## config.mk

```make
export PLATFORM = sky130hd
export DESIGN_NAME = touch_tap_detect_transform_flat
export DESIGN_NICKNAME = d
export VERILOG_FILES = /design/src/rtl/ttdt_pkg.sv /design/src/rtl/ttdt_if.sv /design/src/rtl/ttdt_cfg.sv /design/src/rtl/ttdt_xform.sv /design/src/rtl/touch_tap_detect_transform.sv /design/src/flat_wrapper.sv
export VERILOG_INCLUDE_DIRS = /design/src /design/src/rtl
export SDC_FILE = /design/constraint.sdc
export NUM_CORES = 1
export LEC_CHECK = 0
export CAP_MARGIN = 0
export CELL_PAD_IN_SITES_DETAIL_PLACEMENT = 0
export CELL_PAD_IN_SITES_GLOBAL_PLACEMENT = 1
export CORE_AREA = 2 2 186 115
export DETAILED_ROUTE_END_ITERATION = 12
export DIE_AREA = 0 0 188 117
export DONT_BUFFER_PORTS = 1
export PLACE_DENSITY = 0.87
export SETUP_SLACK_MARGIN = 0.5
export SYNTH_ARGS = -nofsm -noshare
export SYNTH_HDL_FRONTEND = slang
export SYNTH_HIERARCHICAL = 1
export SYNTH_SLANG_ARGS = --single-unit
```

## constraint.sdc

```tcl
create_clock -name clk -period 7.65 [get_ports clk]
set_input_delay 0.3825 -clock clk [delete_from_list [all_inputs] [get_ports clk]]
set_output_delay 0.3825 -clock clk [all_outputs]
set_load 0.01 [all_outputs]
```

## src/rtl/touch_tap_detect_transform_macros.svh

```systemverilog
// Assertion macros for the touch tap detect transform block.
// Included by the modules that carry concurrent checks; no other dependencies.
`ifndef TOUCH_TAP_DETECT_TRANSFORM_MACROS_SVH
`define TOUCH_TAP_DETECT_TRANSFORM_MACROS_SVH

`ifndef NO_ASSERTIONS

`define TTDT_ASSERT_IMPL(label, clk, rst_n, ante, cons) \
  label: assert property (@(posedge clk) disable iff (!rst_n) (ante) |-> (cons)) \
    else $error("ttdt assertion failed");

`define TTDT_ASSERT_NEXT(label, clk, rst_n, ante, cons) \
  label: assert property (@(posedge clk) disable iff (!rst_n) (ante) |=> (cons)) \
    else $error("ttdt assertion failed");

`else

`define TTDT_ASSERT_IMPL(label, clk, rst_n, ante, cons)

`define TTDT_ASSERT_NEXT(label, clk, rst_n, ante, cons)

`endif

`endif

```

## src/rtl/ttdt_pkg.sv

```systemverilog
// Package for the touch tap detect transform block: types, register codes
// and fixed constants shared by all RTL files. No dependencies.
package ttdt_pkg;

  localparam int RAW_W      = 12;
  localparam int COORD_W    = 9;
  localparam int TIME_W     = 32;
  localparam int INTERVAL_W = 16;
  localparam int PADDR_W    = 5;
  localparam int PDATA_W    = 32;

  localparam logic [RAW_W-1:0]      RAW_COORD_MAX  = 12'd359;
  localparam logic [COORD_W-1:0]    COORD_MAX      = 9'd359;
  localparam logic [INTERVAL_W-1:0] INTERVAL_RESET = 16'd35;

  typedef enum logic [2:0] {
    REG_SWAP_AXES = 3'd0,
    REG_MIRROR_X  = 3'd1,
    REG_MIRROR_Y  = 3'd2,
    REG_ROTATION  = 3'd3,
    REG_POLL_INTV = 3'd4
  } reg_idx_t;

  typedef enum logic [1:0] {
    ROT_0   = 2'd0,
    ROT_90  = 2'd1,
    ROT_180 = 2'd2,
    ROT_270 = 2'd3
  } rot_t;

  typedef struct packed {
    logic                  swap_axes;
    logic                  mirror_x;
    logic                  mirror_y;
    rot_t                  rotation;
    logic [INTERVAL_W-1:0] poll_interval_ms;
  } ttdt_cfg_t;

endpackage

```

## src/rtl/ttdt_if.sv

```systemverilog
// Valid/ready channel interfaces for poll event requests and tap results.
// Depends on ttdt_pkg for field widths.
interface ttdt_in_if import ttdt_pkg::*; ();
  logic              valid;
  logic              ready;
  logic              int_active;
  logic [TIME_W-1:0] now_ms;
  logic              read_ok;
  logic [7:0]        finger_byte;
  logic [7:0]        x_high;
  logic [7:0]        x_low;
  logic [7:0]        y_high;
  logic [7:0]        y_low;

  modport source (output valid, int_active, now_ms, read_ok, finger_byte,
                  x_high, x_low, y_high, y_low, input ready);
  modport sink   (input valid, int_active, now_ms, read_ok, finger_byte,
                  x_high, x_low, y_high, y_low, output ready);
endinterface

interface ttdt_out_if import ttdt_pkg::*; ();
  logic               valid;
  logic               ready;
  logic               tap;
  logic [COORD_W-1:0] tap_x;
  logic [COORD_W-1:0] tap_y;

  modport source (output valid, tap, tap_x, tap_y, input ready);
  modport sink   (input valid, tap, tap_x, tap_y, output ready);
endinterface

```

## src/rtl/ttdt_cfg.sv

```systemverilog
// APB-style configuration register file for the tap detect transform.
// Depends on ttdt_pkg.
module ttdt_cfg import ttdt_pkg::*; (
  input  logic               clk,
  input  logic               rst_n,
  input  logic               cfg_psel,
  input  logic               cfg_penable,
  input  logic               cfg_pwrite,
  input  logic [PADDR_W-1:0] cfg_paddr,
  input  logic [PDATA_W-1:0] cfg_pwdata,
  output logic [PDATA_W-1:0] cfg_prdata,
  output logic               cfg_pready,
  output ttdt_cfg_t          cfg
);

  ttdt_cfg_t cfg_r;
  ttdt_cfg_t cfg_nxt;
  logic      wr_en;

  assign cfg_pready = 1'b1;
  assign wr_en      = cfg_psel & cfg_penable & cfg_pwrite;
  assign cfg        = cfg_r;

  always_comb begin
    cfg_nxt = cfg_r;
    if (wr_en) begin
      unique case (cfg_paddr[PADDR_W-1:2])
        REG_SWAP_AXES: cfg_nxt.swap_axes        = cfg_pwdata[0];
        REG_MIRROR_X:  cfg_nxt.mirror_x         = cfg_pwdata[0];
        REG_MIRROR_Y:  cfg_nxt.mirror_y         = cfg_pwdata[0];
        REG_ROTATION:  cfg_nxt.rotation         = rot_t'(cfg_pwdata[1:0]);
        REG_POLL_INTV: cfg_nxt.poll_interval_ms = cfg_pwdata[INTERVAL_W-1:0];
        default: ;
      endcase
    end
  end

  always_comb begin
    unique case (cfg_paddr[PADDR_W-1:2])
      REG_SWAP_AXES: cfg_prdata = {{(PDATA_W-1){1'b0}}, cfg_r.swap_axes};
      REG_MIRROR_X:  cfg_prdata = {{(PDATA_W-1){1'b0}}, cfg_r.mirror_x};
      REG_MIRROR_Y:  cfg_prdata = {{(PDATA_W-1){1'b0}}, cfg_r.mirror_y};
      REG_ROTATION:  cfg_prdata = {{(PDATA_W-2){1'b0}}, cfg_r.rotation};
      REG_POLL_INTV: cfg_prdata = {{(PDATA_W-INTERVAL_W){1'b0}}, cfg_r.poll_interval_ms};
      default:       cfg_prdata = '0;
    endcase
  end

  always_ff @(posedge clk) begin
    if (!rst_n) begin
      cfg_r.swap_axes        <= 1'b0;
      cfg_r.mirror_x         <= 1'b0;
      cfg_r.mirror_y         <= 1'b0;
      cfg_r.rotation         <= ROT_0;
      cfg_r.poll_interval_ms <= INTERVAL_RESET;
    end else begin
      cfg_r <= cfg_nxt;
    end
  end

endmodule

```

## src/rtl/ttdt_xform.sv

```systemverilog
// Coordinate transform: decode 12-bit X/Y, swap, mirror, clamp, rotate.
// Pure combinational; depends on ttdt_pkg.
module ttdt_xform import ttdt_pkg::*; (
  input  ttdt_cfg_t          cfg,
  input  logic [3:0]         x_hi_nib,
  input  logic [7:0]         x_low,
  input  logic [3:0]         y_hi_nib,
  input  logic [7:0]         y_low,
  output logic [COORD_W-1:0] tap_x,
  output logic [COORD_W-1:0] tap_y
);

  logic [RAW_W-1:0]   raw_x, raw_y;
  logic [RAW_W-1:0]   sw_x, sw_y;
  logic [RAW_W-1:0]   mx, my;
  logic [COORD_W-1:0] cx, cy;

  assign raw_x = {x_hi_nib, x_low};
  assign raw_y = {y_hi_nib, y_low};
  assign sw_x  = cfg.swap_axes ? raw_y : raw_x;
  assign sw_y  = cfg.swap_axes ? raw_x : raw_y;

  always_comb begin
    mx = sw_x;
    my = sw_y;
    if (cfg.mirror_x) begin
      mx = (sw_x <= RAW_COORD_MAX) ? (RAW_COORD_MAX - sw_x) : '0;
    end
    if (cfg.mirror_y) begin
      my = (sw_y <= RAW_COORD_MAX) ? (RAW_COORD_MAX - sw_y) : '0;
    end
    cx = (mx > RAW_COORD_MAX) ? COORD_MAX : mx[COORD_W-1:0];
    cy = (my > RAW_COORD_MAX) ? COORD_MAX : my[COORD_W-1:0];
  end

  always_comb begin
    unique case (cfg.rotation)
      ROT_0: begin
        tap_x = cx;
        tap_y = cy;
      end
      ROT_90: begin
        tap_x = COORD_MAX - cy;
        tap_y = cx;
      end
      ROT_180: begin
        tap_x = COORD_MAX - cx;
        tap_y = COORD_MAX - cy;
      end
      ROT_270: begin
        tap_x = cy;
        tap_y = COORD_MAX - cx;
      end
    endcase
  end

endmodule

```

## src/rtl/touch_tap_detect_transform.sv

```systemverilog
// Touch tap detector and coordinate transform, top level.
// Depends on ttdt_pkg, ttdt_if, ttdt_cfg, ttdt_xform and the assertion macros.
//
// Usage:
//   in_if  : poll event requests (interrupt level, ms timestamp, read flag,
//            five report bytes), accepted when valid and ready are high.
//   out_if : one result per request: tap flag and transformed X/Y
//            (both zero when tap is 0).
//   cfg_*  : APB-style registers; pready is always high, writes land in the
//            access cycle. Write only while the block is idle.
// Path: an accepted request is held in the input register, then its result is
//   written to the result register.
// Throughput: one request per cycle when not stalled; the poll gate, edge detect
//   and transform all resolve between the input and result registers.
// Reset: both stages empty, touched flag and last poll time cleared, registers
//   at their defaults (poll interval 35 ms).
// Stall: while out_if.ready is low the result register holds; one more request
//   is taken into the input register, after which in_if.ready drops.
`include "touch_tap_detect_transform_macros.svh"

module touch_tap_detect_transform import ttdt_pkg::*; (
  input  logic               clk,
  input  logic               rst_n,
  ttdt_in_if.sink            in_if,
  ttdt_out_if.source         out_if,
  input  logic               cfg_psel,
  input  logic               cfg_penable,
  input  logic               cfg_pwrite,
  input  logic [PADDR_W-1:0] cfg_paddr,
  input  logic [PDATA_W-1:0] cfg_pwdata,
  output logic [PDATA_W-1:0] cfg_prdata,
  output logic               cfg_pready
);

  ttdt_cfg_t cfg;

  logic              s1_valid_r, s1_valid_nxt;
  logic              s1_int_r;
  logic [TIME_W-1:0] s1_now_r;
  logic              s1_read_ok_r;
  logic [3:0]        s1_finger_r;
  logic [3:0]        s1_xh_r, s1_yh_r;
  logic [7:0]        s1_xl_r, s1_yl_r;

  logic              was_touched_r, was_touched_nxt;
  logic [TIME_W-1:0] last_poll_r, last_poll_nxt;

  logic               out_valid_r, out_valid_nxt;
  logic               tap_r;
  logic [COORD_W-1:0] tap_x_r, tap_y_r;

  logic               in_take, s1_adv;
  logic [TIME_W-1:0]  elapsed;
  logic               too_soon;
  logic               touched;
  logic               tap_nxt;
  logic [COORD_W-1:0] xf_x, xf_y;

  ttdt_cfg u_cfg (
    .clk         (clk),
    .rst_n       (rst_n),
    .cfg_psel    (cfg_psel),
    .cfg_penable (cfg_penable),
    .cfg_pwrite  (cfg_pwrite),
    .cfg_paddr   (cfg_paddr),
    .cfg_pwdata  (cfg_pwdata),
    .cfg_prdata  (cfg_prdata),
    .cfg_pready  (cfg_pready),
    .cfg         (cfg)
  );

  ttdt_xform u_xform (
    .cfg      (cfg),
    .x_hi_nib (s1_xh_r),
    .x_low    (s1_xl_r),
    .y_hi_nib (s1_yh_r),
    .y_low    (s1_yl_r),
    .tap_x    (xf_x),
    .tap_y    (xf_y)
  );

  assign s1_adv      = s1_valid_r & (~out_valid_r | out_if.ready);
  assign in_if.ready = ~s1_valid_r | s1_adv;
  assign in_take     = in_if.valid & in_if.ready;

  assign elapsed  = s1_now_r - last_poll_r;
  assign too_soon = elapsed < {{(TIME_W-INTERVAL_W){1'b0}}, cfg.poll_interval_ms};
  assign touched  = |s1_finger_r;

  always_comb begin
    was_touched_nxt = was_touched_r;
    last_poll_nxt   = last_poll_r;
    tap_nxt         = 1'b0;
    if (s1_adv) begin
      if (!s1_int_r) begin
        was_touched_nxt = 1'b0;
      end else if (!too_soon) begin
        last_poll_nxt = s1_now_r;
        if (s1_read_ok_r) begin
          was_touched_nxt = touched;
          tap_nxt         = touched & ~was_touched_r;
        end
      end
    end
  end

  assign s1_valid_nxt  = in_take | (s1_valid_r & ~s1_adv);
  assign out_valid_nxt = s1_adv | (out_valid_r & ~out_if.ready);

  always_ff @(posedge clk) begin
    if (!rst_n) begin
      s1_valid_r    <= 1'b0;
      out_valid_r   <= 1'b0;
      was_touched_r <= 1'b0;
      last_poll_r   <= '0;
    end else begin
      s1_valid_r    <= s1_valid_nxt;
      out_valid_r   <= out_valid_nxt;
      was_touched_r <= was_touched_nxt;
      last_poll_r   <= last_poll_nxt;
    end
  end

  always_ff @(posedge clk) begin
    if (in_take) begin
      s1_int_r     <= in_if.int_active;
      s1_now_r     <= in_if.now_ms;
      s1_read_ok_r <= in_if.read_ok;
      s1_finger_r  <= in_if.finger_byte[3:0];
      s1_xh_r      <= in_if.x_high[3:0];
      s1_xl_r      <= in_if.x_low;
      s1_yh_r      <= in_if.y_high[3:0];
      s1_yl_r      <= in_if.y_low;
    end
    if (s1_adv) begin
      tap_r   <= tap_nxt;
      tap_x_r <= tap_nxt ? xf_x : '0;
      tap_y_r <= tap_nxt ? xf_y : '0;
    end
  end

  assign out_if.valid = out_valid_r;
  assign out_if.tap   = tap_r;
  assign out_if.tap_x = tap_x_r;
  assign out_if.tap_y = tap_y_r;

  `TTDT_ASSERT_IMPL(a_no_tap_zero, clk, rst_n, out_valid_r && !tap_r,
                    tap_x_r == '0 && tap_y_r == '0)
  `TTDT_ASSERT_IMPL(a_coord_range, clk, rst_n, out_valid_r,
                    tap_x_r <= COORD_MAX && tap_y_r <= COORD_MAX)
  `TTDT_ASSERT_NEXT(a_idle_clears, clk, rst_n, s1_adv && !s1_int_r,
                    !was_touched_r && $stable(last_poll_r))
  `TTDT_ASSERT_NEXT(a_tap_state, clk, rst_n, s1_adv && tap_nxt,
                    was_touched_r && last_poll_r == $past(s1_now_r) && tap_r)
  `TTDT_ASSERT_NEXT(a_soon_holds, clk, rst_n, s1_adv && s1_int_r && too_soon,
                    $stable(last_poll_r) && $stable(was_touched_r) && !tap_r)

endmodule

```

## src/flat_wrapper.sv

```systemverilog
// flat-port wrapper written by rule: the top's interface ports become plain ports
module touch_tap_detect_transform_flat import ttdt_pkg::*;
  (clk, rst_n, cfg_psel, cfg_penable, cfg_pwrite, cfg_paddr, cfg_pwdata, cfg_prdata, cfg_pready, in_if_valid, in_if_int_active, in_if_now_ms, in_if_read_ok, in_if_finger_byte, in_if_x_high, in_if_x_low, in_if_y_high, in_if_y_low, in_if_ready, out_if_valid, out_if_tap, out_if_tap_x, out_if_tap_y, out_if_ready);
  ttdt_in_if in_if_i ();
  ttdt_out_if out_if_i ();
  input  logic clk;
  input  logic rst_n;
  input  logic cfg_psel;
  input  logic cfg_penable;
  input  logic cfg_pwrite;
  input  logic [PADDR_W-1:0] cfg_paddr;
  input  logic [PDATA_W-1:0] cfg_pwdata;
  output logic [PDATA_W-1:0] cfg_prdata;
  output logic cfg_pready;
  input wire logic [$bits(in_if_i.valid)-1:0] in_if_valid;
  input wire logic [$bits(in_if_i.int_active)-1:0] in_if_int_active;
  input wire logic [$bits(in_if_i.now_ms)-1:0] in_if_now_ms;
  input wire logic [$bits(in_if_i.read_ok)-1:0] in_if_read_ok;
  input wire logic [$bits(in_if_i.finger_byte)-1:0] in_if_finger_byte;
  input wire logic [$bits(in_if_i.x_high)-1:0] in_if_x_high;
  input wire logic [$bits(in_if_i.x_low)-1:0] in_if_x_low;
  input wire logic [$bits(in_if_i.y_high)-1:0] in_if_y_high;
  input wire logic [$bits(in_if_i.y_low)-1:0] in_if_y_low;
  output wire logic [$bits(in_if_i.ready)-1:0] in_if_ready;
  output wire logic [$bits(out_if_i.valid)-1:0] out_if_valid;
  output wire logic [$bits(out_if_i.tap)-1:0] out_if_tap;
  output wire logic [$bits(out_if_i.tap_x)-1:0] out_if_tap_x;
  output wire logic [$bits(out_if_i.tap_y)-1:0] out_if_tap_y;
  input wire logic [$bits(out_if_i.ready)-1:0] out_if_ready;
  assign in_if_i.valid = in_if_valid;
  assign in_if_i.int_active = in_if_int_active;
  assign in_if_i.now_ms = in_if_now_ms;
  assign in_if_i.read_ok = in_if_read_ok;
  assign in_if_i.finger_byte = in_if_finger_byte;
  assign in_if_i.x_high = in_if_x_high;
  assign in_if_i.x_low = in_if_x_low;
  assign in_if_i.y_high = in_if_y_high;
  assign in_if_i.y_low = in_if_y_low;
  assign in_if_ready = in_if_i.ready;
  assign out_if_valid = out_if_i.valid;
  assign out_if_tap = out_if_i.tap;
  assign out_if_tap_x = out_if_i.tap_x;
  assign out_if_tap_y = out_if_i.tap_y;
  assign out_if_i.ready = out_if_ready;
  touch_tap_detect_transform u_core (.clk(clk), .rst_n(rst_n), .in_if(in_if_i), .out_if(out_if_i), .cfg_psel(cfg_psel), .cfg_penable(cfg_penable), .cfg_pwrite(cfg_pwrite), .cfg_paddr(cfg_paddr), .cfg_pwdata(cfg_pwdata), .cfg_prdata(cfg_prdata), .cfg_pready(cfg_pready));
endmodule
```

# After elaboration in Yosys (flattened, before gate mapping)
# Cells that the tools add are included.
dict set report word_totals {
  output_inout_bits 54
  input_bits 118
  elab_cells 84
  register_bits 137
}
dict set report op_classes {
  n_reduce_logical 10
  mux 18
  n_eq_ne 9
  add_sub_neg 5
  n_lt_le_gt_ge 5
  n_bitwise 17
}
# operator n
set op_table {}
lappend op_table {{16-bit case mux with 5 select lines} 1}
lappend op_table {{12-bit two-way mux} 6}
lappend op_table {{9-bit case mux with 4 select lines} 2}
lappend op_table {{32-bit by 16-bit less-than comparator with 1-bit output} 1}
lappend op_table {{32-bit subtractor} 1}
lappend op_table {{12-bit by 9-bit > comparator with 1-bit output (second input constant)} 2}
lappend op_table {{12-bit by 9-bit less-or-equal comparator with 1-bit output (second input constant)} 2}
lappend op_table {{9-bit by 12-bit subtractor with 12-bit output (first input constant)} 2}
lappend op_table {{9-bit two-way mux} 2}
lappend op_table {{9-bit subtractor (first input constant)} 2}
lappend op_table {{2-bit AND reduction} 5}
lappend op_table {{1-bit AND} 7}
lappend op_table {{1-bit two-way mux} 7}
lappend op_table {{3-bit by 2-bit == test with 1-bit output (second input constant)} 2}
lappend op_table {{1-bit inverter} 6}
lappend op_table {{3-bit AND reduction} 2}
lappend op_table {{2-bit == test (second input constant)} 2}
lappend op_table {{2-bit inequality test (second input constant)} 2}
lappend op_table {{1-bit bitwise OR} 4}
lappend op_table {{4-bit OR reduction} 1}
lappend op_table {{3-bit by 1-bit == test with 1-bit output (second input constant)} 1}
lappend op_table {{3-bit == test (second input constant)} 1}
lappend op_table {{3-bit zero test} 1}
lappend op_table {{2-bit by 1-bit == test with 1-bit output (second input constant)} 1}
lappend op_table {{2-bit zero test} 1}

# Depth between registers and ports, before layout
# Gate-level depths: netlist of run 1.
dict set report logic_depth {
  depth_word 8
  mapped_depth 21
  depth_no_buf 20
}

# Cells and area by module
# The synthesis of run 1 kept the hierarchy.
# module area_per_inst_um2 cells_each instances seq_area_each_um2
set by_module_without_submodules {}
lappend by_module_without_submodules {touch_tap_detect_transform 6356.1 610 1 3133.0}
lappend by_module_without_submodules {ttdt_xform 2379.8 318 1 0.0}
lappend by_module_without_submodules {ttdt_cfg 1216.2 139 1 420.4}

# Worst setup path before layout of run 1
# Ideal clock, no wire load.
dict set report synth_timing {
  kind {reg-to-reg}
  startpoint {register u_core.s1_now_r[3]}
  endpoint {register u_core.tap_x_r[0], in the netlist u_core/out_if.tap_x[0], data pin}
  arrival_ps 4032
  path_slack_ps 3363
  required_ps 7395
  n_path_buf 1
  setup_time_ps 255
  stages_incl_launch_ff 21
  period_less_slack_ps 4287
  path_cell_list {edfxtp_1 -> ha_1 -> a21o_1 -> a21oi_1 -> nand2_1 -> a21o_1 -> a21oi_1 -> o21ai_0 -> a21oi_1 -> xnor2_1 -> ha_1 -> nand4_1 -> nor2_1 -> a221oi_1 -> o211ai_1 -> a2111oi_0 -> nand4_1 -> nor4_4 -> nor4_4 -> buf_2 -> and2_1}
}
dict set report synth_between {
  elab_chain_cells 5
}
# element line_no
set synth_rtl {}
lappend synth_rtl {{start, declared} touch_tap_detect_transform.sv:39} ;# logic [TIME_W-1:0] s1_now_r;
lappend synth_rtl {{start signal, assigned} touch_tap_detect_transform.sv:127} ;# s1_now_r <= in_if.now_ms;
lappend synth_rtl {{32-bit subtractor} touch_tap_detect_transform.sv:86} ;# assign elapsed = s1_now_r - last_poll_r;
lappend synth_rtl {{32-bit by 16-bit less-than comparator with 1-bit output} touch_tap_detect_transform.sv:87} ;# assign too_soon = elapsed < {{(TIME_W-INTERVAL_W){1'b0}}, cfg.poll_interval_ms};
lappend synth_rtl {{1-bit two-way mux} touch_tap_detect_transform.sv:97} ;# end else if (!too_soon) begin
lappend synth_rtl {{1-bit two-way mux} touch_tap_detect_transform.sv:95} ;# if (!s1_int_r) begin
lappend synth_rtl {{1-bit two-way mux} touch_tap_detect_transform.sv:94} ;# if (s1_adv) begin
lappend synth_rtl {{named net u_core.tap_nxt} touch_tap_detect_transform.sv:56} ;# logic tap_nxt;
lappend synth_rtl {{end signal, assigned} touch_tap_detect_transform.sv:137} ;# tap_x_r <= tap_nxt ? xf_x : '0;
lappend synth_rtl {{end, declared} touch_tap_detect_transform.sv:50} ;# logic [COORD_W-1:0] tap_x_r, tap_y_r;
# The timed path passes the listed nets, and every way through them passes these cells.
# A chain may end at the register's enable or synchronous reset.

# Final worst setup path of run 1
dict set report layout_timing {
  startpoint {register u_core.s1_now_r[3]}
  endpoint {register u_core.last_poll_r[16]}
}
dict set report layout_between {
  elab_chain_cells 4
}
# element line_no
set layout_rtl {}
lappend layout_rtl {{32-bit subtractor} touch_tap_detect_transform.sv:86}
lappend layout_rtl {{32-bit by 16-bit less-than comparator with 1-bit output} touch_tap_detect_transform.sv:87}
lappend layout_rtl {{1-bit inverter (no line)} --}
lappend layout_rtl {{3-bit AND reduction (no line)} --}
lappend layout_rtl {{end signal, assigned} touch_tap_detect_transform.sv:120} ;# last_poll_r <= last_poll_nxt;
lappend layout_rtl {{end, declared} touch_tap_detect_transform.sv:46} ;# logic [TIME_W-1:0] last_poll_r, last_poll_nxt;
# No other way between the ends.

==> results of run 1 <==
[registers in the layout (all words and copies together) (netlist names)]
name,cells
u_core/last_poll_r,32
u_core/out_if.tap,1
u_core/out_if.tap_x,9
u_core/out_if.tap_y,9
u_core/out_if.valid,1
u_core/s1_finger_r,4
u_core/s1_int_r,1
u_core/s1_now_r,32
u_core/s1_read_ok_r,1
u_core/s1_valid_r,1
u_core/s1_xh_r,4
u_core/s1_xl_r,8
u_core/s1_yh_r,4
u_core/s1_yl_r,8
u_core/u_cfg/cfg,21
u_core/was_touched_r,1
[path summary, 6_finish.rpt]
kind,start,endpoint,slack [ns],depth (start not counted)
max reg2reg,u_core/s1_now_r[3],u_core/last_poll_r[16],2.47,20
min,in_if_x_low[1],u_core/s1_xl_r[1],0.05,0
min reg2reg,u_core/last_poll_r[11],u_core/last_poll_r[11],0.46,2
max,u_core/s1_now_r[3],u_core/last_poll_r[16],2.47,20
[area by class of cell]
| type | count | share of cell area, % |
|---|---|---|
| tap | 279 | 3.30 |
| inverter | 70 | 2.48 |
| timing repair buffer | 5 | 0.355 |
| sequential | 137 | 33.6 |
| clock inverter | 3 | 0.189 |
| multi-input combinational | 805 | 54.4 |
| clock buffer | 29 | 5.64 |
[per-layer routing]
layer | up-vias | global-route usage (%)
li1 | 3798 | -
met1 | 3566 | 36.8
met2 | 296 | 27.5
met3 | 17 | 6.47
met4 | 0 | 5.83
met5 | - | 0
[report_power, final]
part	internal (mW)	total (mW)	leakage (nW)	switching (mW)
combinational	0.126	0.322	2.13	0.197
sequential	0.818	0.850	1.23	0.0315
clock	0.530	0.841	0.304	0.311
total	1.47	2.01	3.67	0.539
[through the flow]
step	util [%]	cell area [sq um]	std cells	hold slack [ns]	setup WS (ns)
final	51.7	10600	1328	0.0452	2.47
after global routing	51.7	10600	1328	0.0215	2.16
after CTS	51.7	10600	1328	0.0211	2.55
after detailed placement	48.7	9960	1296	0.446	2.58
after global placement	48.7	9960	1296	0.443	2.64
after floorplan	-	10000	1082	0.435	3.36
[kinds of logic after synthesis]
group,count (synthesis)
AOI/OAI and AO/OA,248
xor gates and xnor gates,41
adders and majority gates,51
buffers and inverters,140
DFF,137
muxes,83
other,2
and+or+nand+nor,365
[cells in the final DEF (no fill, tap or decap), types with 15 or more instances in the layout]
cell / instances
nor2b_1: 17
mux2i_1: 70
clkbuf_16: 22
edfxtp_1: 81
dfxtp_1: 55
xnor2_1: 24
nor3_1: 21
and2_1: 34
conb_1: 17
ha_1: 50
nand2_1: 153
a21oi_1: 49
o21ai_0: 34
inv_1: 70
nor2_1: 42
xor2_1: 15
[critical path: cells and delay by family (launching register included)]
kind | cells | cell delay, ns
AOI/OAI and AO/OA | 9 | 2.08
xor gates and xnor gates | 1 | 0.15
adders and majority gates | 2 | 0.68
buffers and inverters | 1 | 0.29
DFF | 1 | 0.39
muxes | 1 | 0.20
and+or+nand+nor | 6 | 1.16
==> results.md, run 1 <==
- Min-delay worst type: in -> reg
- Post-synth top flop: edfxtp_1
- Most common cell in the netlist: nand2_1
- Slew @ Worst Pin: between 0.9 and 1 ns
- Vias per cell: a little under 6
- Slowest cell on crit path: nor4_4
- Data arrival, critical path: roughly 5.5 ns
- CTS Buf Count: 17
- Nets: about 1200
- DR vias: ~7700
- Synth Area in Compound Gates: 18.7%
- Area of the multi-input gates: ~5800 sq um
- Number of synthesized register bits: between 100 and 150
- Clock Path Buffers: 2
- Slowest cell delay on critical path: about 0.52 ns
- DR WL met3: 2100 um
- Initial drt markers: ~630
- Die X: 188 um
- Final wirelength: approximately 24000 um
- Achievable Freq: 193 MHz
- Tot Pwr: ~2.0 mW
- GR Overflow Total: 0
- IO buf count: 0
- Antenna-violating nets left: 0
- Largest family of logic cells by synthesized area: simple AND/OR/NAND/NOR gates
- Post-synthesis simple-gate area fraction: between 10% and 20%
- Final period utilization: just under 70%
- Largest net degree at the start of global routing: ~110
- Synth area leaders: edfxtp_1 24%, dfxtp_1 11%, mux2i_1 7.0%
- RSZ-0062 raised after global routing: no
- Detail Placement HPWL: 18000 um
- Critical path cell sequence: ha_1 > a21o_1 > a21oi_1 > nand2_1 > a21o_1 > a21oi_1 > o21ai_0 > a21oi_1 > xnor2_1 > ha_1 > nand4_1 > nor2_1 > a221oi_1 > o211ai_1 > a2111oi_0 > nand4_1 > nor4_4 > nor2_4 > buf_4 > mux2i_1
- Setup Skew: approximately 0.011 ns
- Initial core utilization: 48.6%
- Row count: between 40 and 50
- Area growth syn-to-layout: 6.29%
- Total core area: just over 20000 sq um
- Tmin final: about 5.2 ns
- Yosys top cell area share: about a quarter
- Root Buffer: clkbuf_16
- Power Density: 190 nW/um^2
- Worst slew margin: a little under two fifths
- CTS resizes: 0
- Post-synth EDFFs: ~80
- Worst EP required: a little under 8 ns
- Fillers: ~1900
- Metal-1 WL: roughly 13000 um
- GRT Overall Usage: ~23%
- Antenna cell count: 0
- I/O pin count: 172
- Synth Area in XOR/XNOR: between 3 and 4%
- Netlist Area Pre-Place: between 9000 and 10000 sq um
- Max rail drop VDD: around 0.00016 V
- Initial antenna violation count: 1
- Status: finished clean
- Crit-path max FO: 32
- Worst Path Class, Setup: reg -> reg
- Sequential cell area: 3550 sq um
- Clock-pin slew on the worst setup and hold paths: around 0.060 ns
- Seq/Total Area, Yosys: between 30% and 40%
- Fin. Hold Viols: 0
- Asr flop ratio synth: 0%
- Post-synth top cells: 153 x nand2_1, 81 x edfxtp_1, 70 x inv_1, 70 x mux2i_1, 56 x dfxtp_1
- DR WL/cell: between 15 and 20 um
- # hold bufs at CTS: 0
- Clock latency on the worst-skew pair: about 0.43 ns
- First-pass GRT wire length: 38500 um
- Vias in the first global route: just under 7000
- DRC viols: 0
- Die ar.: 22000 sq um
- Mapped Cells: 1067
- Startpoint Class: flip-flop
- Final Setup Violations: 0
- Mux share of post-synthesis cell area: under 10%
- First-pass DRT Iterations: 5
- CTS tree: yes
- MaxCap Viol Count: 0
- Yosys warns: 6
- Final GP Congestion: between 0.9 and 1
- Top routing layer used: met4
- Worst setup EP type: flip-flop
- Leakage: 3.67 nW
- Max-slew violations: 0
- Met2 wire length: 8330 um
- Synth unique cells: about 110
- Post-Synth Adder-Cell Area: ~6.5%
- Crit-path most repeated cell: a21oi_1
- Layout cell share with drive strength beyond 1: under 10%
- Maximum level of the CTS H-tree: 4
- TritonCTS Sinks: ~140
- Mean post-synth cell area: a little over 9 sq um
- Setup bufs post-CTS: 0
- Die height: around 120 um
- Post-route setup TNS: 0 ns
- Post-synth top area cell: edfxtp_1
(Power assumes the default switching activity.)
==> run 2: changes to the inputs <==
==> constraint.sdc (replaced) <==
create_clock -name clk -period 5.1 [get_ports clk]
set_input_delay 0.255 -clock clk [delete_from_list [all_inputs] [get_ports clk]]
set_output_delay 0.255 -clock clk [all_outputs]
set_load 0.01 [all_outputs]
==> run 2 against run 1 <==
- clock power up 53%
- critical path depth up 1
- final cell count up 7.5%
- sequential share of layout area down 3.3 points
- via count up 7.1%
- clock-buffer cell count down 8
- power up 56%
- clock skew up 0.014 ns
- sequential power up 49%
- combinational power up 81%
- first-iteration DRC count up 19%
- setup slack worse by 1.8 ns
- largest power group is now clock
==> results.md, run 2 (synthesized netlist as in run 1, its figures left out) <==
- Status: finished clean
- Antenna cell count: 0 (unchanged)
- Switching power: 884 uW (+64%)
- Fin area: 11800 sq um (+11%)
- Internal: 2.26 mW (+53%)
- Final period utilization: 87.1% (+19 points)
- DRC viols: 0 (unchanged)
- Die height: 117 um (unchanged)
- Finished Layout Cells: 1428 (+7.5%)
- Tmin final: 4.44 ns (-0.741 ns)
- Slowest cell on crit path: edfxtp_1
- Nets: 1305 (+8.3%)
- Tot Pwr: 3.14 mW (+56%)
- Hold Path Sink: u_core/u_cfg/cfg[0]
- MaxCap Viol Count: 0 (unchanged)
- Setup Skew: 0.0253 ns (+0.0141 ns)
- Leakage: 4.14 nW (+13%)
- Clk pwr share: 40.9% (-0.9 points)
- Initial core utilization: 48.6% (unchanged)
- GRT Overall Usage: 23.0% (+0.49 points)
- Min-delay src: rst_n
- Vias in the first global route: 7277 (+5.5%)
- Root Buffer: clkbuf_16
- IO buf count: 0 (unchanged)
- Switching share of power: 28.1% (+1.4 points)
- Min-delay worst type: in -> reg
- Commonest non-fill, non-tap cells in the layout: 151 x nand2_1, 82 x dlygate4sd3_1, 81 x edfxtp_1
- Max-slew violations: 0 (unchanged)
- Vias per cell: 5.76 (-0.40%)
- Data arrival, critical path: 4.62 ns (-0.85 ns)
- Initial antenna violation count: 0 (-1)
- Finished Core Util: 57.4% (+5.7 points)
- CTS Buf Count: 17 (unchanged)
- First-pass DRT Iterations: 5 (unchanged)
- Antenna-violating nets left: 0 (unchanged)
- Power Density: 267 nW/um^2 (+41%)
- TritonCTS Sinks: 137 (unchanged)
- Die ar.: 22000 sq um (unchanged)
- Crit-path max FO: 5 (-84%)
- Worst Hold Path Cells: 2 (+2)
- First-pass GRT wire length: 39300 um (+2.3%)
- Startpoint Class: flip-flop
- Largest net degree at the start of global routing: 99 (-8.3%)
- Layout cell share with drive strength beyond 1: 12.5% (+3.2 points)
- Clock Path Buffers: 2 (unchanged)
- Worst r2r src: u_core/s1_now_r[0]
- Clock latency on the worst-skew pair: 0.45 ns (+0.02 ns)
- Clock-pin slew on the worst setup and hold paths: 0.06 ns (about the same)
- Achievable Freq: 225 MHz (+17%)
- Fin. Hold Viols: 0 (unchanged)
- Total core area: 20500 sq um (unchanged)
- DR WL/cell: 17.9 um (-1.7%)
- Detail Placement HPWL: 18000 um (about the same)
- Worst setup EP type: flip-flop
- Max rail drop VDD: 0.000233 V (+48%)
- Number of cells in the design after placement: 1297 (+0.077%)
- Maximum level of the CTS H-tree: 4 (unchanged)
- Worst Path Class, Setup: reg -> reg
- Stages on worst setup path: 21 (+5.0%)
- Critical path cell sequence: inv_1 > ha_2 > fa_2 > nand2b_4 > a21oi_2 > o21ai_1 > nand2_1 > xor2_1 > ha_1 > a21oi_1 > nand2_1 > a221oi_2 > o211ai_1 > a2111oi_2 > nand4_1 > buf_4 > nor4_4 > buf_4 > nor4_4 > clkbuf_16 > and2_1
- Dpl cell area: 9980 sq um (+0.20%)
- GR Overflow Total: 0 (unchanged)
- DR vias: 8222 (+7.1%)
- Initial drt markers: 744 (+19%)
- Worst slew margin: 38.2% (+1.3 points)
- Final Setup Violations: 0 (unchanged)
- CP bufs+invs: 4 (+3)
- Commonest non-fill, non-tap cell in the layout: nand2_1
- Reg-to-Reg End: u_core/out_if.tap_y[5]
- Row count: 41 (unchanged)
- Delay-heaviest family, CP: compound AO/OA/AOI/OAI gates
- Slew @ Worst Pin: 0.914 ns (-0.0268 ns)
- Gate power share: 18.5% (+2.5 points)
- Area growth syn-to-layout: 18.1%
- Sequential Power Share: 40.6% (-1.6 points)
- Post-route setup TNS: 0 ns (unchanged)
- CTS tree: yes
- Worst EP required: 5.28 ns (-2.65 ns)
- Final wirelength: 25500 um (+5.7%)
- I/O pin count: 172 (unchanged)
- Slowest cell delay on critical path: 0.41 ns (-0.11 ns)
- Reg2reg setup slack: 0.66 ns (-1.81 ns)
- RSZ-0062 raised after global routing: no
- Die X: 188 um (unchanged)
- Worst Reg-to-Reg Cells: 21 (+5.0%)
- Final GP Congestion: 0.938 (+3.3%)
==> run 2: metrics by stage <==
stage | hold WS (ns) | setup WS [ns]
detailed placement | 0.354 | 0.196
finish | 0.0276 | 0.659
global placement | 0.354 | 0.295
global route | 0.0509 | 0.476
floorplan | 0.354 | 0.813
CTS | 0.0147 | 0.504
==> run 2: how the worst max path moves through the flow <==
stage	start	to	slack [ns]
3_5_place_dp	u_core/s1_now_r[3]	u_core/out_if.tap_y[5]	0.20
3_3_place_gp	u_core/s1_now_r[3]	u_core/out_if.tap_y[3]	0.30
2_1_floorplan	u_core/s1_now_r[3]	u_core/out_if.tap_x[0]	0.81
4_1_cts	u_core/s1_now_r[3]	u_core/last_poll_r[8]	0.50
6_report	u_core/s1_now_r[0]	u_core/out_if.tap_y[5]	0.66
5_1_grt	u_core/s1_now_r[3]	u_core/out_if.tap_x[7]	0.48
==> run 2: power groups by stage <==
| stage | clock [mW] | combinational, mW | sequential [mW] |
|---|---|---|---|
| finish | 1.29 | 0.582 | 1.27 |
| global route | 1.36 | 0.636 | 1.28 |
| CTS | 1.31 | 0.541 | 1.27 |
| detailed placement | 0 | 0.471 | 1.30 |
| global placement | 0 | 0.465 | 1.30 |
| floorplan | 0 | 0.405 | 1.28 |
==> run 2: timing repair <==
item                                    CTS  global route
gates cloned                              0             2
buffers inserted                          2            12
pin swaps                                 2            12
endpoints found under the setup margin   52            52
hold endpoints to repair                118             0
hold buffers                             83             0
gates resized for setup                   1            31
==> run 2: area by class of cell <==
class | instances | area (sq um)
Clock buffer | 21 | 482
Fill cell | 1738 | 8720
Tap cell | 279 | 349
Timing Repair Buffer | 105 | 1080
Sequential cell | 137 | 3560
Multi-Input combinational cell | 805 | 5890
Inverter | 70 | 263
Clock inverter | 11 | 133
==> run 2: metal layers <==
layer	track usage, %	part of all wire (%)	vias up
met3	7.33	8.8	18
li1	-	-	3995
met5	0	0	-
met2	29.4	37	356
met4	4.99	0.96	0
met1	36.5	54	3853
==> run 3: changes to the inputs <==
--- a/config.mk
+++ b/config.mk
@@ -9,11 +9,11 @@
 export CAP_MARGIN = 0
 export CELL_PAD_IN_SITES_DETAIL_PLACEMENT = 0
 export CELL_PAD_IN_SITES_GLOBAL_PLACEMENT = 1
-export CORE_AREA = 2 2 186 115
+export CORE_AREA = 2 2 164 182
 export DETAILED_ROUTE_END_ITERATION = 12
-export DIE_AREA = 0 0 188 117
+export DIE_AREA = 0 0 166 184
 export DONT_BUFFER_PORTS = 1
-export PLACE_DENSITY = 0.87
+export PLACE_DENSITY = 0.67
 export SETUP_SLACK_MARGIN = 0.5
 export SYNTH_ARGS = -nofsm -noshare
 export SYNTH_HDL_FRONTEND = slang
==> run 3 against run 2 <==
- non-clock buffer count is 1 lower
- sequential power is essentially flat
- critical path type unchanged
- worst hold slack improved by 0.0081 ns
- sequential cell count did not move
- final cell count grew 6.2%
- routed wire length is 1.1% higher
- largest cell class unchanged
- power is 1.2% lower
==> results.md, run 3 (synthesized netlist as in run 1, its figures left out) <==
- CP bufs+invs: 3 (-1)
- Min-delay src: rst_n
- Max rail drop VDD: 0.000179 V (-23%)
- DR vias: 7870 (-4.3%)
- Initial drt markers: 367 (-51%)
- Power Density: 261 nW/um^2 (-2.3%)
- First-pass DRT Iterations: 5 (unchanged)
- Sequential cell area: 3560 sq um (about the same)
- Root Buffer: clkbuf_16
- Clock latency on the worst-skew pair: 0.44 ns (about the same)
- TritonCTS Sinks: 137 (unchanged)
- Hold Path Sink: u_core/u_cfg/cfg[20]
- Fin. Hold Viols: 0 (unchanged)
- Switching power: 896 uW (+1.3%)
- Finished Core Util: 41.7% (-16 points)
- DR WL/cell: 17.0 um (-4.8%)
- Slew @ Worst Pin: 1.06 ns (+0.141 ns)
- Startpoint Class: flip-flop
- Worst Reg-to-Reg Cells: 22 (+4.8%)
- CTS Buf Count: 17 (unchanged)
- Gate power share: 18.3% (-0.2 points)
- Area of the multi-input gates: 5940 sq um (+0.89%)
- Worst slew margin: 29.3% (-8.9 points)
- Achievable Freq: 227 MHz (+1.0%)
- Critical path cell sequence: ha_4 > a21o_1 > a21oi_2 > nand2_2 > a21o_1 > a21oi_2 > o21ai_1 > a21oi_1 > xnor2_1 > ha_1 > nand3_1 > nand2_1 > a221oi_2 > o211ai_1 > a2111oi_2 > nand4_1 > buf_4 > nor4_4 > buf_4 > nor4_4 > clkbuf_16 > and2_4
- Data arrival, critical path: 4.59 ns (-0.03 ns)
- Die ar.: 30500 sq um (+39%)
- Tot Pwr: 3.11 mW (-1.2%)
- Antenna-violating nets left: 0 (unchanged)
- Number of cells in the design after placement: 1390 (+7.2%)
- Clock-pin slew on the worst setup and hold paths: 0.06 ns (about the same)
- DRC viols: 0 (unchanged)
- Status: finished clean
- Detail Placement HPWL: 18500 um (+2.8%)
- Finished Layout Cells: 1517 (+6.2%)
- Dpl cell area: 10100 sq um (+1.5%)
- Vias per cell: 5.19 (-9.9%)
- Largest net degree at the start of global routing: 98 (-1.0%)
- Worst Hold Path Cells: 2 (unchanged)
- Worst r2r src: u_core/s1_now_r[3]
- Worst setup EP type: flip-flop
- Reg2reg setup slack: 0.70 ns (+0.05 ns)
- GRT Overall Usage: 16.7% (-6.4 points)
- Initial antenna violation count: 1 (+1)
- RSZ-0062 raised after global routing: yes
- IO buf count: 0 (unchanged)
- Delay-heaviest family, CP: compound AO/OA/AOI/OAI gates
- Clk pwr share: 40.7% (-0.2 points)
- Sequential Power Share: 41.0% (+0.4 points)
- Vias in the first global route: 7761 (+6.7%)
- MaxCap Viol Count: 0 (unchanged)
- Slowest cell on crit path: edfxtp_1
- Slowest cell delay on critical path: 0.43 ns (+0.02 ns)
- Internal: 2.21 mW (-2.2%)
- Final period utilization: 86.2% (-0.88 points)
- Min-delay worst type: in -> reg
- Maximum level of the CTS H-tree: 4 (unchanged)
- Commonest non-fill, non-tap cell in the layout: nand2_1
- Crit-path max FO: 5 (unchanged)
- Setup WS pre-CTS: 0.122 ns (-0.0748 ns)
- Switching share of power: 28.9% (+0.72 points)
- Post-route setup TNS: 0 ns (unchanged)
- CTS tree: yes
- Leakage: 4.15 nW (+0.25%)
- Worst EP required: 5.29 ns (about the same)
- Commonest non-fill, non-tap cells in the layout: 151 x nand2_1, 83 x dlygate4sd3_1, 81 x edfxtp_1
- Fillers: 2845 (+64%)
- Final wirelength: 25800 um (+1.1%)
- Worst Path Class, Setup: reg -> reg
- Fin area: 11900 sq um (+1.2%)
- Initial core utilization: 34.9% (-14 points)
- First-pass GRT wire length: 40600 um (+3.1%)
- Nets: 1304 (-0.077%)
- Setup WS post-layout: 0.704 ns (+0.0451 ns)
- Die X: 166 um (-12%)
- Row count: 65 (+59%)
- Final Setup Violations: 0 (unchanged)
- GR Overflow Total: 0 (unchanged)
- I/O pin count: 172 (unchanged)
- Reg-to-Reg End: u_core/out_if.tap_x[1]
- Layout cell share with drive strength beyond 1: 13.8% (+1.2 points)
- Max-slew violations: 0 (unchanged)
- Final GP Congestion: 0.793 (-15%)
- Total core area: 28500 sq um (+39%)
- WHS: 0.0357 ns (+0.00806 ns)
- Clock Path Buffers: 2 (unchanged)
- Die height: 184 um (+57%)
- Tmin final: 4.40 ns (-0.0451 ns)
- Setup Skew: 0.0127 ns (-0.0126 ns)
- Area growth syn-to-layout: 19.5%
-- run 3: how the worst max path moves through the flow --
stage                          startpoint                      to  slack [ns]  cells after the start
floorplan              u_core/s1_now_r[3]  u_core/out_if.tap_x[0]        0.81                     20
global placement       u_core/s1_now_r[3]  u_core/out_if.tap_y[8]        0.17                     19
detailed placement     u_core/s1_now_r[3]  u_core/out_if.tap_y[6]        0.12                     19
CTS                    u_core/s1_now_r[1]   u_core/last_poll_r[6]        0.50                     22
global route        u_core/last_poll_r[1]  u_core/out_if.tap_y[0]        0.43                     23
finish                 u_core/s1_now_r[3]  u_core/out_if.tap_x[1]        0.70                     22
-- run 3: layout make-up --
class	instances	share of cell area, %
Antenna cell	1	0.0210
Clock buffer	18	3.61
Multi-Input combinational cell	805	50.0
Sequential cell	137	29.9
Tap cell	368	3.87
Timing Repair Buffer	104	9.02
Inverter	70	2.21
Clock inverter	14	1.39
-- run 3: repair_timing --
item | 4_1_cts | 5_1_grt
gates cloned | 0 | 3
hold buffers | 84 | 0
endpoints found under the hold margin | 118 | 0
setup endpoints to repair | 52 | 52
pin swaps | 4 | 23
setup buffers | 2 | 5
resized for setup | 6 | 43
-- run 3: layer usage --
metal / track usage [%] / routed length, um / part of all wire (%)
met3: 2.97 / 659 / 2.6
met5: 0 / 0 / 0
met2: 32.0 / 14000 / 54
met1: 18.6 / 10800 / 42
met4: 5.11 / 345 / 1.3
-- run 3: power by group through the flow --
stage                     sequential, mW  clock [mW]  combinational (mW)
after floorplan                     1.28           0               0.405
after global placement              1.30           0               0.469
after detailed placement            1.30           0               0.473
after CTS                           1.27        1.31               0.549
after global routing                1.28        1.35               0.632
final                               1.27        1.26               0.569
